### config.mk
export PLATFORM = sky130hd
export DESIGN_NAME = tcw_mac
export DESIGN_NICKNAME = d
export VERILOG_FILES = /design/src/rtl/core/tcw_pkg.sv /design/src/rtl/core/tcw_mac.sv
export SDC_FILE = /design/constraint.sdc
export NUM_CORES = 1
export LEC_CHECK = 0
export BUFFER_PORTS_ARGS = -buffer_cell sky130_fd_sc_hd__buf_2
export CAP_MARGIN = 15
export CORE_MARGIN = 10
export CORE_UTILIZATION = 50
export CTS_BUF_LIST = sky130_fd_sc_hd__clkbuf_16
export DETAILED_ROUTE_END_ITERATION = 7
export PLACE_DENSITY = 0.83
export SLEW_MARGIN = 30
export SYNTH_ARGS = -nofsm -noshare
export SYNTH_HDL_FRONTEND = slang
export SYNTH_SLANG_ARGS = --single-unit
### constraint.sdc
create_clock -name clk -period 3.9 [get_ports clk]
set_input_delay 0.195 -clock clk [delete_from_list [all_inputs] [get_ports clk]]
set_output_delay 0.195 -clock clk [all_outputs]
set_load 0.01 [all_outputs]
### src/rtl/core/tcw_pkg.sv
// ----------------------------------------------------------------------------
// tcw_pkg
// shared word types, request codes and constants of the text console writer
// ----------------------------------------------------------------------------
`timescale 1ns / 1ps
`default_nettype none

package tcw_pkg;

  // one screen cell: attribute in the high byte, character in the low byte
  localparam int CELL_W = 16;

  // width of the shared multiply-add result (7-bit by 5-bit product plus 7 bits)
  localparam int MAC_W = 12;

  // request codes
  localparam logic [1:0] REQ_WRITE = 2'd0;
  localparam logic [1:0] REQ_SET   = 2'd1;
  localparam logic [1:0] REQ_CLEAR = 2'd2;
  localparam logic [1:0] REQ_READ  = 2'd3;

  // configuration register indexes
  localparam logic [1:0] CFG_CHAR_ATTR = 2'd0;
  localparam logic [1:0] CFG_COLS      = 2'd1;
  localparam logic [1:0] CFG_ROWS      = 2'd2;

  // configuration reset values
  localparam logic [7:0] ATTR_RESET = 8'h0A;
  localparam logic [6:0] COLS_RESET = 7'd80;
  localparam logic [4:0] ROWS_RESET = 5'd25;

  // control characters
  localparam logic [7:0] CH_TAB   = 8'h09;
  localparam logic [7:0] CH_LF    = 8'h0A;
  localparam logic [7:0] CH_CR    = 8'h0D;
  localparam logic [7:0] CH_SPACE = 8'h20;

  typedef struct packed {
    logic [1:0] req_type;
    logic [7:0] byte_value;
    logic [6:0] new_col;
    logic [4:0] new_row;
  } req_word_t;

  typedef struct packed {
    logic [6:0]        cursor_col;
    logic [4:0]        cursor_row;
    logic [CELL_W-1:0] cell_data;
    logic              scrolled;
  } rsp_word_t;

  // operands of the shared multiply-add unit: y = a * b + c
  typedef struct packed {
    logic       go;
    logic [6:0] a;
    logic [4:0] b;
    logic [6:0] c;
  } mac_op_t;

endpackage

`default_nettype wire

### src/rtl/core/tcw_mac.sv
// ----------------------------------------------------------------------------
// tcw_mac
// shared multiply-add unit for cell addresses and region lengths
// ----------------------------------------------------------------------------
`timescale 1ns / 1ps
`default_nettype none

module tcw_mac (
  input  wire logic                     clk,
  input  wire tcw_pkg::mac_op_t         op,
  output logic [tcw_pkg::MAC_W-1:0]     y
);
  import tcw_pkg::*;

  // result holds until the next issue
  always_ff @(posedge clk) begin
    if (op.go) begin
      y <= ({5'd0, op.a} * {7'd0, op.b}) + {5'd0, op.c};
    end
  end

endmodule

`default_nettype wire

== Word level (Yosys, flattened, before mapping) ==
Index checks and enable logic that the tools add are counted.
Widths: inputs -> output; s select.

* Register bits after elaboration: 12
* Input bits: 21
* Output and inout port bits: 12
* Logic and storage cells: 3

* Add/sub/neg operators: 1
* Multipliers: 1

{| class="wikitable"
|+ Operators with widths
! cell !! number
|-
| $add 12x7->12 || 1
|-
| $mul 7x5->12 || 1
|}

== Logic depth before layout (Yosys ltp) ==
* Depth after elaboration: 2
* Gate-level depth with buffers: 14
* Mapped depth without buffers: 13

== Worst setup path after synthesis ==
No wires, ideal clock.

* Path kind: input to register
* Start point: input port op[14] (netlist bit)
* End point: register y[9] (netlist bit), data pin
* Setup time: 258 ps
* Arrival time: 3237 ps
* Required time: 3642 ps
* Slack: 405 ps
* Stages on the path: 12
* Buffers on the path: 0
* Path through: and2_1 > fa_1 > fa_1 > inv_1 > fa_1 > inv_1 > ha_1 > and3_4 > a2111oi_4 > o21ai_2 > a21oi_2 > xnor2_1

* Word-level cells in the longest chain between the ends: 2

{| class="wikitable"
|+ RTL lines
! element !! RTL line !! source
|-
| start: declaration || tcw_mac.sv:10 || <nowiki>input wire tcw_pkg::mac_op_t op,</nowiki>
|-
| $mul 7x5->12 || tcw_mac.sv:18 || <nowiki>y <= ({5'd0, op.a} * {7'd0, op.b}) + {5'd0, op.c};</nowiki>
|-
| $add 12x7->12 || tcw_mac.sv:18 ||
|-
| end signal: assignment || tcw_mac.sv:18 ||
|-
| end: declaration || tcw_mac.sv:11 || <nowiki>output logic [tcw_pkg::MAC_W-1:0] y</nowiki>
|}

Every way passes these cells.
A chain may end at the register's enable or synchronous reset.

== Worst setup path in the final report ==
* Start point: input port op[14] (netlist bit)
* End point: register y[11] (netlist bit), data pin

The elaborated chain is that of the path after synthesis.

==> impl_metrics.ini <==
[layout]
areaGrowthSynthToFinish_pct = 17.4
reg_top3 = y: 12 flops
drive_above_1_share_pct = 21.3
fill_cells = 274
nets = 262
utilization_pct = 62.2
largest_register_ff_count = 12
n_antenna_cell = 0
regMostFlops = y

[clock_network]
tritoncts = yes
root_buffer = clkbuf_16
clock-sinks = 12
numCtsBuffers = 3
cts_hold_buffers = 0
cts_resized = 0
postCtsSetupBuffers = 0
path_clk_slew_ps = 40
clockBufferDepth = 2
h-tree-depth = 1

[pwr]
power_density_nw_per_um2 = 483
ir_drop_v = 0.000270
p_leak_nw = 0.996

[global_route]
gr-usage-met1_pct = 12.5
use_met3_pct = 3.61
grt_pass1_vias = 1387
grt_pass1_wl_um = 5910
track_usage_pct = 11.6
grt_overflow_total = 0
antenna_found_initial = 0
grtUsageMet2_pct = 20.8
grt_max_degree = 13
busiest_layer = met2

[sta]
setup_violations = 0
setup-tns-final_ps = 0
rsz0062_at_grt = no
hold_viol_final = 0
hold-worst-slack_ps = 264
drv_slew = 0
period_minus_slack_ps = 3530
tightest_slew_ps = 403
slew_headroom_pct = 73.1
min_period_over_period_pct = 90.6
fmax_mhz = 283

[status]
status = finished clean

[routing]
via_per_inst = 5.01
first_iter_violations = 35
post_drt_wl_per_cell_um = 13.4
vias = 1207
drc = 0
postRouteAntennaNets = 0
drtPass1Iterations = 4
routed_wl_um = 3240

[placement]
place_hpwl_um = 2780
portBuffers = 32
place_congestion = 0.809

[critical_path]
cp-end-kind = flop
worstSetupStartpointType = input port
critPathKind = in -> reg
critical_path_peak_fanout = 6
cp.arrival_ps = 3510
required_ps = 3880

[die]
start_util_pct = 52.9
core-area_um2 = 3100
die_height_um = 77.3
io_pins = 33
num_rows = 20
die_area_um2 = 5980
die_w_um = 77.3

[synth]
yosysTopAreaCell = fa_1
syn_nets = 226
synth_cell_types = 26
synth.area.top_cells = fa_1 (27%), edfxtp_1 (22%), ha_1 (15%)
syn-cell-area_um2 = 1640
syn_area_per_cell_um2 = 10.1
synth_cells = 163
synth-seq-area-share_pct = 21.9
synth-warning-count = 0
ys_ff_latch = 12
synth_top_area_share_pct = 26.8

[run]
max_cap_viol_count = 0

[hold_path]
min_path_type = in -> reg
-- synthesized netlist by cell type, drive strengths merged --
master / number
mux2i: 1
o21ai: 4
nor2b: 1
clkbuf: 1
a21boi: 1
edfxtp: 12
xor2: 1
nor2: 1
and3: 4
and2: 20
a31oi: 1
inv: 40
ha: 20
fa: 22
xnor2: 6
a21o: 2
o2111ai: 1
nand2: 17
nand3: 2
a2111oi: 1
a21oi: 4
or3: 1
-- placed cells by master, fill, tap and decap left out, types with 2 or more instances in the layout --
cell,count
buf_2,32
fa_1,22
inv_1,40
and2_1,19
clkbuf_16,3
edfxtp_1,12
nand3_1,2
xnor2_1,6
nand2_1,17
o21ai_0,2
a21o_1,2
o21ai_2,2
and3_1,3
a21oi_2,2
ha_1,20
a21oi_1,2
-- logic make-up (layout without fill, tap and decap cells) --
kind of cell | Yosys count | in the layout | synth area share (%)
buffers and inverters | 41 | 75 | 9.37
AND/OR/NAND/NOR | 46 | 46 | 15.0
multiplexers | 1 | 1 | 0.609
adder cells (fa/ha/maj) | 42 | 42 | 42.0
flip-flops | 12 | 12 | 21.9
AO/OA/AOI/OAI | 14 | 14 | 7.31
XOR/XNOR | 7 | 7 | 3.73
-- worst max-delay path, stage by stage --
cell and delay, ps:
buf_2 120, and2_1 180, fa_1 510, fa_1 540
inv_1 50, fa_1 530, inv_1 40, ha_1 350
and3_4 200, a2111oi_4 460, o21ai_2 90, a21oi_2 150
xnor2_1 80
-- path summary, 6_finish.rpt --
check   start     to  slack, ps  cells after the start
max    op[14]  y[11]        370                     13
min     op[0]   y[0]        260                      2
-- per-stage QoR --
stage                     std cells  area [um2]  total power [mW]  worst slack (ps)
after floorplan                 163        1640             0.614               405
after global placement          238        1850             0.732               180
after detailed placement        238        1850             0.751               131
after CTS                       241        1930             0.943               364
after global routing            241        1930              1.02               192
final                           241        1930             0.932               368
-- final cells by class --
type / instances / area (um2) / area share (%)
flip-flops and latches: 12 / 360 / 18.7
well taps: 44 / 55.1 / 2.85
repair buffers: 32 / 160 / 8.30
clock buffers: 3 / 75.1 / 3.89
inverters: 40 / 150 / 7.78
multi-input cells: 110 / 1130 / 58.5
-- layer usage --
layer	vias to the layer above	routed length [um]
met4	0	63
met3	6	199
met2	35	1710
met5	-	0
li1	578	-
met1	588	1270
-- power by group --
group,leakage (nW),total [mW],internal (mW),switching (mW)
clock network,0.0370,0.179,0.133,0.0464
logic,0.842,0.528,0.234,0.295
registers,0.117,0.224,0.215,0.00923
Note: power is estimated with default switching activity, not from simulation.
